--- src/rtl/core/cau_pkg.sv ---
package cau_pkg;

   localparam int FRAC_BITS = 24;
   localparam int DIV_STEPS = 32;
   localparam int NUM_W     = 65 + FRAC_BITS;
   localparam int HI_W      = NUM_W - 32;
   localparam int LATENCY   = 6 + DIV_STEPS;

   typedef enum logic [1:0] {
      FUNC_ADD = 2'd0,
      FUNC_SUB = 2'd1,
      FUNC_MUL = 2'd2,
      FUNC_DIV = 2'd3
   } func_type;

   typedef enum logic [1:0] {
      STAT_OK   = 2'd0,
      STAT_OVF  = 2'd1,
      STAT_DIV0 = 2'd2,
      STAT_RSVD = 2'd3
   } status_type;

   typedef struct packed {
      func_type                func;
      logic                    dz;
      logic                    neg_re;
      logic                    neg_im;
      logic                    ovf_re;
      logic                    ovf_im;
      logic [63:0]             den;
      logic [63:0]             rem_re;
      logic [63:0]             rem_im;
      logic [31:0]             num_re;
      logic [31:0]             num_im;
      logic [31:0]             q_re;
      logic [31:0]             q_im;
      logic signed [64:0]      val_re;
      logic signed [64:0]      val_im;
   } div_ctx_type;

   function automatic logic [32:0] sat32(input logic signed [64:0] v);
      logic [32:0] r;
      if (v > 65'sd2147483647) begin
         r = {1'b1, 32'h7fff_ffff};
      end else if (v < -65'sd2147483648) begin
         r = {1'b1, 32'h8000_0000};
      end else begin
         r = {1'b0, v[31:0]};
      end
      return r;
   endfunction

endpackage

--- src/rtl/core/cau_div_step.sv ---
module cau_div_step (
   input  logic                  clock,
   input  logic                  reset,
   input  logic                  in_valid,
   input  cau_pkg::div_ctx_type  in_ctx,
   output logic                  out_valid,
   output cau_pkg::div_ctx_type  out_ctx
);

   logic                 valid_ff;
   cau_pkg::div_ctx_type ctx_ff;
   cau_pkg::div_ctx_type ctx_in;
   logic [64:0]          trial_re;
   logic [64:0]          trial_im;
   logic                 ge_re;
   logic                 ge_im;
   logic [64:0]          diff_re;
   logic [64:0]          diff_im;

   always_comb begin
      trial_re = {in_ctx.rem_re, in_ctx.num_re[31]};
      trial_im = {in_ctx.rem_im, in_ctx.num_im[31]};
      ge_re    = trial_re >= {1'b0, in_ctx.den};
      ge_im    = trial_im >= {1'b0, in_ctx.den};
      diff_re  = trial_re - {1'b0, in_ctx.den};
      diff_im  = trial_im - {1'b0, in_ctx.den};
      ctx_in        = in_ctx;
      ctx_in.rem_re = ge_re ? diff_re[63:0] : trial_re[63:0];
      ctx_in.rem_im = ge_im ? diff_im[63:0] : trial_im[63:0];
      ctx_in.num_re = {in_ctx.num_re[30:0], 1'b0};
      ctx_in.num_im = {in_ctx.num_im[30:0], 1'b0};
      ctx_in.q_re   = {in_ctx.q_re[30:0], ge_re};
      ctx_in.q_im   = {in_ctx.q_im[30:0], ge_im};
   end

   always_ff @(posedge clock) begin
      if (reset) begin
         valid_ff <= 1'b0;
      end else begin
         valid_ff <= in_valid;
      end
      ctx_ff <= ctx_in;
   end

   assign out_valid = valid_ff;
   assign out_ctx   = ctx_ff;

endmodule

--- config.mk ---
export PLATFORM = sky130hd
export DESIGN_NAME = cau_div_step
export DESIGN_NICKNAME = d
export VERILOG_FILES = /design/src/rtl/core/cau_pkg.sv /design/src/rtl/core/cau_div_step.sv
export SDC_FILE = /design/constraint.sdc
export NUM_CORES = 1
export LEC_CHECK = 0
export ABC_CLOCK_PERIOD_IN_PS = 8400
export BUFFER_PORTS_ARGS = -buffer_cell sky130_fd_sc_hd__buf_2
export CAP_MARGIN = 20
export CORE_AREA = 10 10 348 350
export CTS_CLUSTER_SIZE = 12
export DETAILED_ROUTE_END_ITERATION = 8
export DIE_AREA = 0 0 358 360
export GPL_ROUTABILITY_DRIVEN = 0
export GPL_TIMING_DRIVEN = 0
export HOLD_SLACK_MARGIN = 0.06
export PLACE_DENSITY = 0.36
export SLEW_MARGIN = 30
export SYNTH_ARGS = -nofsm -noshare
export SYNTH_HDL_FRONTEND = slang
export SYNTH_SLANG_ARGS = --single-unit
--- constraint.sdc ---
create_clock -name clock -period 8.4 [get_ports clock]
set_clock_uncertainty 0.15 [all_clocks]
set_input_delay 0.42 -clock clock [delete_from_list [all_inputs] [get_ports clock]]
set_output_delay 0.42 -clock clock [all_outputs]
set_load 0.03 [all_outputs]
; After elaboration in Yosys (flattened, before gate mapping)
; Cells that the tools add are included.
[word_totals]
mem_count = 0
latchBits = 0
output_inout_bits = 458
mem_bits_rw = 0
reg_bits = 456
mem_bits_ro = 0
[op_classes]
addsub = 2
order_cmp = 2
mul = 0
n_bitwise = 0
reduce_logical = 0
n_eq_ne = 0
div = 0
n_mux = 2
shifts = 0
[ops]
columns = operator, n
row1 = greater-or-equal comparator 65 x 64 -> 1 bit, 2
row2 = two-way mux 64 bit, 2
row3 = subtractor 64 bit, 2

; Longest topological paths before layout
; Gate-level depths: netlist of the first run.
[depth]
word_depth = 2
mapped_depth = 15
mapped_depth_nobuf = 13

; Worst setup path before layout of the first run
; No wires, ideal clock.
[synth_timing]
kind = input port to flip-flop
start = input in_ctx[422] (netlist name)
end = register ctx_ff, in the netlist out_ctx[268]
setup_time_ns = 0.123
slack_ns = 5.286
stages = 13
n_path_buf = 3
required_time_ns = 8.127
t_arrival_ns = 2.840
path_cell_list = inv_1 ha_1 buf_2 nand4_1 or3_1 o221ai_1 a41oi_1 o21ai_1 a31oi_1 o21ai_1 buf_8 buf_4 mux2_1
[synth_lines]
columns = item, line
row1 = start: declaration, cau_div_step.sv:5  ; input cau_pkg::div_ctx_type in_ctx,
row2 = end signal: assignment, cau_div_step.sv:42  ; ctx_ff <= ctx_in;
row3 = end: declaration, cau_div_step.sv:11  ; cau_pkg::div_ctx_type ctx_ff;

==> flow_summary.json, run 1 <==
{
  "cpPeakStageDelay_ps": 590,
  "netlist_instances": 1984,
  "hold_viol": 0,
  "synth_top_family_by_area": "compound AO/OA/AOI/OAI gates",
  "status": "finished clean",
  "vias_per_cell": 4.082,
  "drtIter0Drc": 939,
  "yosysSeqAreaShare": 0.4847,
  "worstPathMaxFanout": 10,
  "cp_slowest_cell": "nor4_2",
  "vias": 20350,
  "ant_nets": 0,
  "fin_tns_setup_ps": 0,
  "hold_path_class": "in -> reg",
  "synthMuxAreaShare": 0.02086,
  "drc": 0,
  "grt_pass1_wl_um": 173600,
  "yosys_warnings": 0,
  "drive_above_1_share": 0.3181,
  "regArea_um2": 9129,
  "ys_top_cells_by_count": "dfxtp_1 (456), a21oi_1 (241), nor2_1 (184), nand2_1 (131), ha_1 (128)",
  "hold-path-endpoint": "out_ctx[383]$_DFF_P_",
  "ioPinCount": 918,
  "fillerInstances": 12390,
  "critPathCaptureType": "flip-flop",
  "numClockSinks": 456,
  "clk_pin_slew_ps": 60,
  "rsz0062_at_grt": "no",
  "htree_levels": 2,
  "holdCritStartpoint": "in_ctx[385]",
  "rows": 124,
  "p_per_area_nw_per_um2": 218.0,
  "worst_pin_slew_ps": 851.4,
  "synthFlopType": "dfxtp_1",
  "wl_um": 127200,
  "synthXorXnorAreaFrac": 0.05487,
  "antenna_found_initial": 44,
  "synth_edf_count": 0,
  "yosys.area.top_type_share": 0.4847,
  "synth_area_per_cell_um2": 9.494,
  "cap_violations": 0,
  "portBuffers": 913,
  "die_w_um": 358,
  "grt_pass1_vias": 21630,
  "crit_arrival_ps": 5190,
  "fin_crit_sh": 0.5765,
  "cts_tree": "done",
  "cp_cell_sequence": "dlygate4sd3_1 -> buf_2 -> inv_1 -> ha_1 -> nand4_1 -> nor4_2 -> nand3_1 -> o22ai_1 -> o21ai_1 -> nand2_1 -> a21oi_1 -> o31ai_4 -> buf_2 -> buf_2 -> a21oi_1",
  "leakagePower_nw": 14.61,
  "ir_drop_mv": 0.1365,
  "max_slew_margin": 0.4264,
  "totalPowerFinal_mw": 6.922,
  "setup_viol": 0,
  "clockBufferDepth": 3,
  "timing.fmax_ghz": 0.2065,
  "syn_area_um2": 18840,
  "syn_to_final_growth_pct": 68.57,
  "yosys.cell_count.top_type": "dfxtp_1",
  "cts-buffers-inserted": 54,
  "critPathLaunchType": "primary input",
  "cp_num_buf_inv": 5,
  "synth-seq-cells": 456,
  "dp_hpwl_um": 109100,
  "fp.coreArea_um2": 113900,
  "cts-root-buf": "clkbuf_16",
  "first_pass_iters": 5,
  "ys_types": 85,
  "yosys.area.top_type": "dfxtp_1",
  "grt_overflow_total": 0,
  "synth-adder-area-share": 0.08715,
  "synth-async-reset-ratio": 0,
  "drv_slew": 0,
  "synth_area_leaders": "dfxtp_1 (48%), ha_1 (8.5%), a21oi_1 (6.4%)",
  "hold_depth": 4,
  "postCtsSetupBuffers": 0,
  "wire_per_inst_um": 25.51,
  "yosys.area_share.simple": 0.1238,
  "required_ps": 8750,
  "grt_max_degree": 16,
  "multi_input_area_um2": 8965,
  "final_util": 0.2788,
  "critPathTopFamily": "buffers and inverters",
  "fin_nets": 3999,
  "dieArea_um2": 128900,
  "path_common_cell": "buf_2",
  "path_class": "in -> reg",
  "start_util": 0.1654,
  "grt_usage": 0.1885,
  "synth_compound_area_frac": 0.1882,
  "timing.final.crit_period_ps": 4842,
  "die_y_um": 360
}
==> per-layer routing <==
layer  vias to the layer above  share of wire  global-route usage
li1                       9857              -                   -
met1                      9668           0.39              0.2073
met2                       661           0.53              0.3589
met3                       142          0.054             0.03860
met4                        26          0.028             0.05111
met5                         -         0.0011                   0
==> state kept, by name, summed over array words and instances, names as in the netlist <==
| signal | cells |
|---|---|
| out_valid | 1 |
| out_ctx | 455 |
==> power breakdown <==
group / total [mW] / switching [mW] / internal [mW]
combinational: 2.04 / 1.35 / 0.698
clock: 2.44 / 1.04 / 1.40
sequential: 2.44 / 0.0563 / 2.38
total: 6.92 / 2.44 / 4.48
==> timing repair <==
item,4_1_cts,5_1_grt
endpoints found under the hold margin,454,0
gates resized for setup,0,0
hold buffers,455,0
==> how the worst max path moves through the flow <==
| stage | startpoint | to | slack, ps | cells after the start |
|---|---|---|---|---|
| after global placement | in_ctx[411] | out_ctx[341]$_DFF_P_ | 3130 | 15 |
| final | in_ctx[413] | out_ctx[341]$_DFF_P_ | 3560 | 15 |
| after detailed placement | in_ctx[411] | out_ctx[345]$_DFF_P_ | 3130 | 15 |
| after global routing | in_ctx[411] | out_ctx[345]$_DFF_P_ | 3270 | 16 |
| after floorplan | in_ctx[422] | out_ctx[268]$_DFF_P_ | 5290 | 13 |
| after CTS | in_ctx[411] | out_ctx[345]$_DFF_P_ | 3290 | 16 |
==> layout make-up <==
cell class / instances / share of cell area
multi-input cells: 1356 / 0.2823
clock inverters: 27 / 0.01005
plain buffers: 80 / 0.01289
clock buffers: 72 / 0.04756
flip-flops and latches: 456 / 0.2875
well taps: 1512 / 0.05958
diodes: 22 / 0.001734
inverters: 93 / 0.01099
repair buffers: 1368 / 0.2873
==> cell usage in the layout, fill, tap and decap left out, types with 16 or more instances in the layout <==
cell and count:
a31oi_1 18, a21oi_1 241, clkbuf_1 38, mux2_1 22, nand4_1 39, nand2_1 131
o21bai_1 30, inv_1 92, buf_2 950, a21o_1 52, ha_1 128, nor2_1 184
dlygate4sd3_1 455, nand2b_1 16, dfxtp_1 456, o21ai_0 84, nor3_1 28, xor2_1 55
xnor2_1 63, diode_2 22, clkbuf_16 55, nand3_1 33
==> cell families (layout without fill, tap and decap cells) <==
| kind of cell | Yosys count | in the layout |
|---|---|---|
| buffers and inverters | 173 | 1640 |
| other | 1 | 24 |
| AOI/OAI and AO/OA | 566 | 566 |
| DFF | 456 | 456 |
| muxes | 35 | 35 |
| adders and majority gates | 130 | 130 |
| xor gates and xnor gates | 118 | 118 |
| and+or+nand+nor | 505 | 505 |
==> metrics by stage <==
step	hold WS, ps	instance area [um^2]	instances	setup WS [ps]
after detailed placement	373.7	25310	4410	3130
after global placement	372.5	25300	4410	3126
after floorplan	297.7	18840	1985	5286
after CTS	65.07	31700	4964	3290
final	174.2	31750	4986	3558
after global routing	122.6	31730	4978	3267
==> worst min-delay path, delay by kind of cell <==
kind	cells	cell delay, ps
AOI/OAI and AO/OA	2	290
and+or+nand+nor	1	100
buffers and inverters	1	110
(Power assumes the default switching activity.)
==> run 2: changes to the inputs <==
--- a/config.mk
+++ b/config.mk
@@ -5,7 +5,7 @@
 export SDC_FILE = /design/constraint.sdc
 export NUM_CORES = 1
 export LEC_CHECK = 0
-export ABC_CLOCK_PERIOD_IN_PS = 8400
+export ABC_CLOCK_PERIOD_IN_PS = 4980
 export BUFFER_PORTS_ARGS = -buffer_cell sky130_fd_sc_hd__buf_2
 export CAP_MARGIN = 20
 export CORE_AREA = 10 10 348 350
==> constraint.sdc (replaced) <==
create_clock -name clock -period 4.98 [get_ports clock]
set_clock_uncertainty 0.15 [all_clocks]
set_input_delay 0.249 -clock clock [delete_from_list [all_inputs] [get_ports clock]]
set_output_delay 0.249 -clock clock [all_outputs]
set_load 0.03 [all_outputs]
==> flow_summary.json, run 2 (same netlist as run 1, synthesis figures left out) <==
{
  "status": "finished clean",
  "worstPathMaxFanout": 10,
  "critPathLaunchType": "primary input",
  "clk_pin_slew_ps": 60,
  "leakagePower_nw": 14.95,
  "grt_pass1_wl_um": 175500,
  "grt_max_degree": 16,
  "cpPeakStageDelay_ps": 610,
  "cp_cell_sequence": "dlygate4sd3_1 -> buf_2 -> inv_1 -> ha_1 -> nor2b_1 -> o21bai_1 -> a31oi_1 -> o2111a_1 -> o21ai_1 -> nand2_1 -> a21oi_1 -> o31ai_4 -> buf_2 -> buf_2 -> a21oi_1",
  "whs_ps": 108.3,
  "fin_cells": 5074,
  "wl_um": 128400,
  "dp_cells": 4410,
  "cts-root-buf": "clkbuf_16",
  "vias": 20660,
  "numClockSinks": 456,
  "drv_slew": 0,
  "vias_per_cell": 4.072,
  "crit_arrival_ps": 4920,
  "final_common_cell": "buf_2",
  "met1Wirelength_um": 49530,
  "die_w_um": 358,
  "wire_per_inst_um": 25.30,
  "drive_above_1_share": 0.3111,
  "p_per_area_nw_per_um2": 360.3,
  "cp_slowest_cell": "dlygate4sd3_1",
  "required_ps": 5320,
  "die_y_um": 360,
  "timing.fmax_ghz": 0.2184,
  "worst_pin_slew_ps": 900.0,
  "antenna_found_initial": 48,
  "critPathTopFamily": "compound AO/OA/AOI/OAI gates",
  "ioPinCount": 918,
  "regArea_um2": 9129,
  "dp_hpwl_um": 109100,
  "cp_num_buf_inv": 5,
  "grt_usage": 0.1903,
  "fin_crit_sh": 0.9194,
  "largest_reg_flops": 455,
  "grt_pass1_vias": 22000,
  "timing.final.crit_period_ps": 4579,
  "dr_wl_met2_um": 68210,
  "ant_nets": 0,
  "fp.coreArea_um2": 113900,
  "fin_nets": 4080,
  "cap_violations": 0,
  "htree_levels": 2,
  "totalPowerFinal_mw": 11.74,
  "grt_overflow_total": 0,
  "first_pass_iters": 5,
  "multi_input_area_um2": 8971,
  "start_util": 0.1654,
  "cts_tree": "done",
  "path_class": "in -> reg",
  "clockBufferDepth": 3,
  "wl_met3_um": 7019,
  "hold_viol": 0,
  "layout_common_cells": "buf_2 (950), dlygate4sd3_1 (536), dfxtp_1 (456)",
  "portBuffers": 913,
  "drtIter0Drc": 999,
  "critPathCaptureType": "flip-flop",
  "max_slew_margin": 0.3936,
  "final_util": 0.2861,
  "rows": 124,
  "dieArea_um2": 128900,
  "setup_viol": 0,
  "syn_to_final_growth_pct": 73.00,
  "drc": 0,
  "cts-buffers-inserted": 54,
  "hold_path_class": "in -> reg",
  "ir_drop_mv": 0.2419,
  "highest-signal-layer": "met5",
  "rsz0062_at_grt": "no",
  "postCtsSetupBuffers": 0,
  "path_common_cell": "buf_2",
  "fillerInstances": 12290
}
## run 2: stage by stage
step | TNS, ps | setup slack, ps | instance area (um^2)
floorplan | 0 | 2037 | 18840
global placement | -677.0 | -123.0 | 25300
detailed placement | -840.7 | -118.8 | 25310
CTS | 0 | 40.89 | 32510
global route | 0 | 117.5 | 32560
finish | 0 | 401.4 | 32590
## run 2: routing by layer
layer,GRT usage,vias up
met2,0.3629,654
met3,0.04012,140
met1,0.2084,9820
met4,0.05103,24
li1,-,10030
met5,0,-
## run 2: layout make-up
cell class | instances | share of cell area
Antenna cell | 29 | 0.002227
Buffer | 80 | 0.01256
Clock buffer | 72 | 0.04634
Clock inverter | 27 | 0.009791
Inverter | 93 | 0.01071
Multi-Input combinational cell | 1356 | 0.2753
Sequential cell | 456 | 0.2801
Tap cell | 1512 | 0.05806
Timing Repair Buffer | 1449 | 0.3049
## run 2: what timing repair did
| action | 4_1_cts | 5_1_grt |
|---|---|---|
| setup endpoints to repair | 0 | 1 |
| hold buffers | 536 | 0 |
| gates resized for setup | 0 | 1 |
| hold endpoints to repair | 454 | 0 |
## run 2: final timing paths
check	startpoint	endpoint	cells after the start
max	in_ctx[387]	out_ctx[341]$_DFF_P_	15
min	in_ctx[77]	out_ctx[77]$_DFF_P_	2
## run 2: power breakdown
part	switching, mW	total (mW)	internal (mW)
registers	0.0963	4.12	4.02
clock network	1.76	4.12	2.36
logic	2.28	3.50	1.22
==> run 3: changes to the inputs <==
--- a/config.mk
+++ b/config.mk
@@ -9,6 +9,7 @@
 export BUFFER_PORTS_ARGS = -buffer_cell sky130_fd_sc_hd__buf_2
 export CAP_MARGIN = 20
 export CORE_AREA = 10 10 348 350
+export CTS_BUF_LIST = sky130_fd_sc_hd__clkbuf_8
 export CTS_CLUSTER_SIZE = 12
 export DETAILED_ROUTE_END_ITERATION = 8
 export DIE_AREA = 0 0 358 360
==> flow_summary.json, run 3 (same netlist as run 1, synthesis figures left out) <==
{
  "wl_um": 131200,
  "totalPowerFinal_mw": 11.90,
  "switching_share": 0.3585,
  "fin_crit_sh": 0.9223,
  "status": "finished clean",
  "wire_per_inst_um": 24.41,
  "hold_viol": 0,
  "final_common_cell": "buf_2",
  "die_w_um": 358,
  "p_int_mw": 7.634,
  "drtIter0Drc": 1054,
  "seq_power_share": 0.346,
  "postCtsSetupBuffers": 0,
  "cts.repair.resized": 0,
  "first_pass_iters": 5,
  "whs_ps": 137.7,
  "critPathCaptureType": "flip-flop",
  "cts-root-buf": "clkbuf_8",
  "holdCritStartpoint": "in_ctx[87]",
  "timing.final.crit_period_ps": 4593,
  "switching_power_mw": 4.266,
  "dieArea_um2": 128900,
  "ioPinCount": 918,
  "ir_drop_mv": 0.1789,
  "p_per_area_nw_per_um2": 338.7,
  "clockBufferDepth": 3,
  "fillerInstances": 12200,
  "cpPeakStageDelay_ps": 590,
  "portBuffers": 913,
  "cp_slowest_cell": "o22ai_1",
  "grt_busiest_layer": "met2",
  "cap_violations": 0,
  "die_y_um": 360,
  "htree_levels": 3,
  "grt_pass1_vias": 23620,
  "clk_pin_slew_ps": 60,
  "fin_nets": 4364,
  "critPathLaunchType": "primary input",
  "start_util": 0.1654,
  "cts_tree": "done",
  "cts_hold_buf": 786,
  "largest_reg_flops": 455,
  "hold_depth": 2,
  "leakagePower_nw": 16.15,
  "antenna_found_initial": 50,
  "clkPwrFrac": 0.345,
  "vias": 22020,
  "cts-buffers-inserted": 88,
  "drive_above_1_share": 0.2982,
  "layout_common_cells": "buf_2 (950), dlygate4sd3_1 (786), dfxtp_1 (456)",
  "use_met1": 0.2119,
  "grt_use_met2": 0.3656,
  "numClockSinks": 456,
  "grt_usage": 0.1956,
  "max_slew_margin": 0.3852,
  "drc": 0,
  "rsz0062_at_grt": "no",
  "grt_pass1_wl_um": 181100,
  "crit_arrival_ps": 4990,
  "grt_max_degree": 15,
  "required_ps": 5380,
  "hold-path-endpoint": "out_ctx[87]$_DFF_P_",
  "worst_pin_slew_ps": 912.5,
  "hold_path_class": "in -> reg",
  "timing.fmax_ghz": 0.2177,
  "path_class": "in -> reg",
  "comb_power_share": 0.309,
  "cp_cell_sequence": "dlygate4sd3_1 -> buf_2 -> inv_1 -> ha_1 -> buf_2 -> nand4_1 -> nor4_2 -> nand3_1 -> o22ai_1 -> o21ai_1 -> nand2_1 -> a21oi_1 -> o31ai_4 -> buf_2 -> buf_2 -> a21oi_1",
  "drv_slew": 0,
  "setup_viol": 0,
  "fp.coreArea_um2": 113900,
  "worstPathMaxFanout": 10,
  "dp_hpwl_um": 109100,
  "path_common_cell": "buf_2",
  "syn_to_final_growth_pct": 86.51,
  "vias_per_cell": 4.096,
  "grt_overflow_total": 0,
  "rows": 124,
  "ant_nets": 0,
  "grt_use_met3": 0.04213
}
run 3: area by class of cell:
type	count	area [um^2]	share of cell area
Buffer	80	409.1	0.01165
Sequential cell	456	9129	0.2599
Tap cell	1512	1892	0.05385
Clock inverter	55	499.2	0.01421
Clock buffer	101	1390	0.03957
Multi-Input combinational cell	1356	8965	0.2552
Timing Repair Buffer	1699	12440	0.3540
Inverter	93	349.1	0.009937
Antenna cell	24	60.06	0.001710
run 3: worst max-delay path by stage:
| stage | depth (start not counted) | slack (ps) | startpoint | to |
|---|---|---|---|---|
| 6_report | 16 | 390 | in_ctx[411] | out_ctx[345]$_DFF_P_ |
| 2_1_floorplan | 13 | 2040 | in_ctx[422] | out_ctx[268]$_DFF_P_ |
| 4_1_cts | 16 | 120 | in_ctx[411] | out_ctx[345]$_DFF_P_ |
| 3_5_place_dp | 15 | -120 | in_ctx[411] | out_ctx[345]$_DFF_P_ |
| 5_1_grt | 16 | 70 | in_ctx[411] | out_ctx[345]$_DFF_P_ |
| 3_3_place_gp | 15 | -120 | in_ctx[411] | out_ctx[341]$_DFF_P_ |
run 3: critical path, delay by kind of cell:
kind | cells | cell delay, ps
compound gates | 5 | 1570
fa+ha+maj | 1 | 280
buf+inv | 6 | 1790
simple gates | 4 | 1070
run 3: through the flow:
| stage | instances | instance area (um^2) | setup TNS (ps) | util | setup slack, ps |
|---|---|---|---|---|---|
| 2_1_floorplan | 1985 | 18840 | 0 | - | 2037 |
| 3_3_place_gp | 4410 | 25300 | -677.0 | 0.2222 | -123.0 |
| 3_5_place_dp | 4410 | 25310 | -840.7 | 0.2223 | -118.8 |
| 4_1_cts | 5352 | 35070 | 0 | 0.3080 | 121.1 |
| 5_1_grt | 5367 | 35110 | 0 | 0.3083 | 74.81 |
| 6_report | 5376 | 35130 | 0 | 0.3085 | 387.0 |
run 3: routing by layer:
layer / vias up / part of all wire / wire length [um]
met5: - / 0.0015 / 199
met2: 702 / 0.52 / 68410
li1: 10600 / - / -
met1: 10490 / 0.38 / 50450
met4: 34 / 0.038 / 4988
met3: 184 / 0.055 / 7189
run 3: power groups by stage:
stage                     Clock [mW]  Sequential, mW  Combinational (mW)
final                           4.11            4.12                3.67
after global routing            4.42            4.15                3.92
after CTS                       4.28            4.12                3.72
after detailed placement           0            4.19                3.16
after global placement             0            4.19                3.18
after floorplan                    0            4.95                1.10
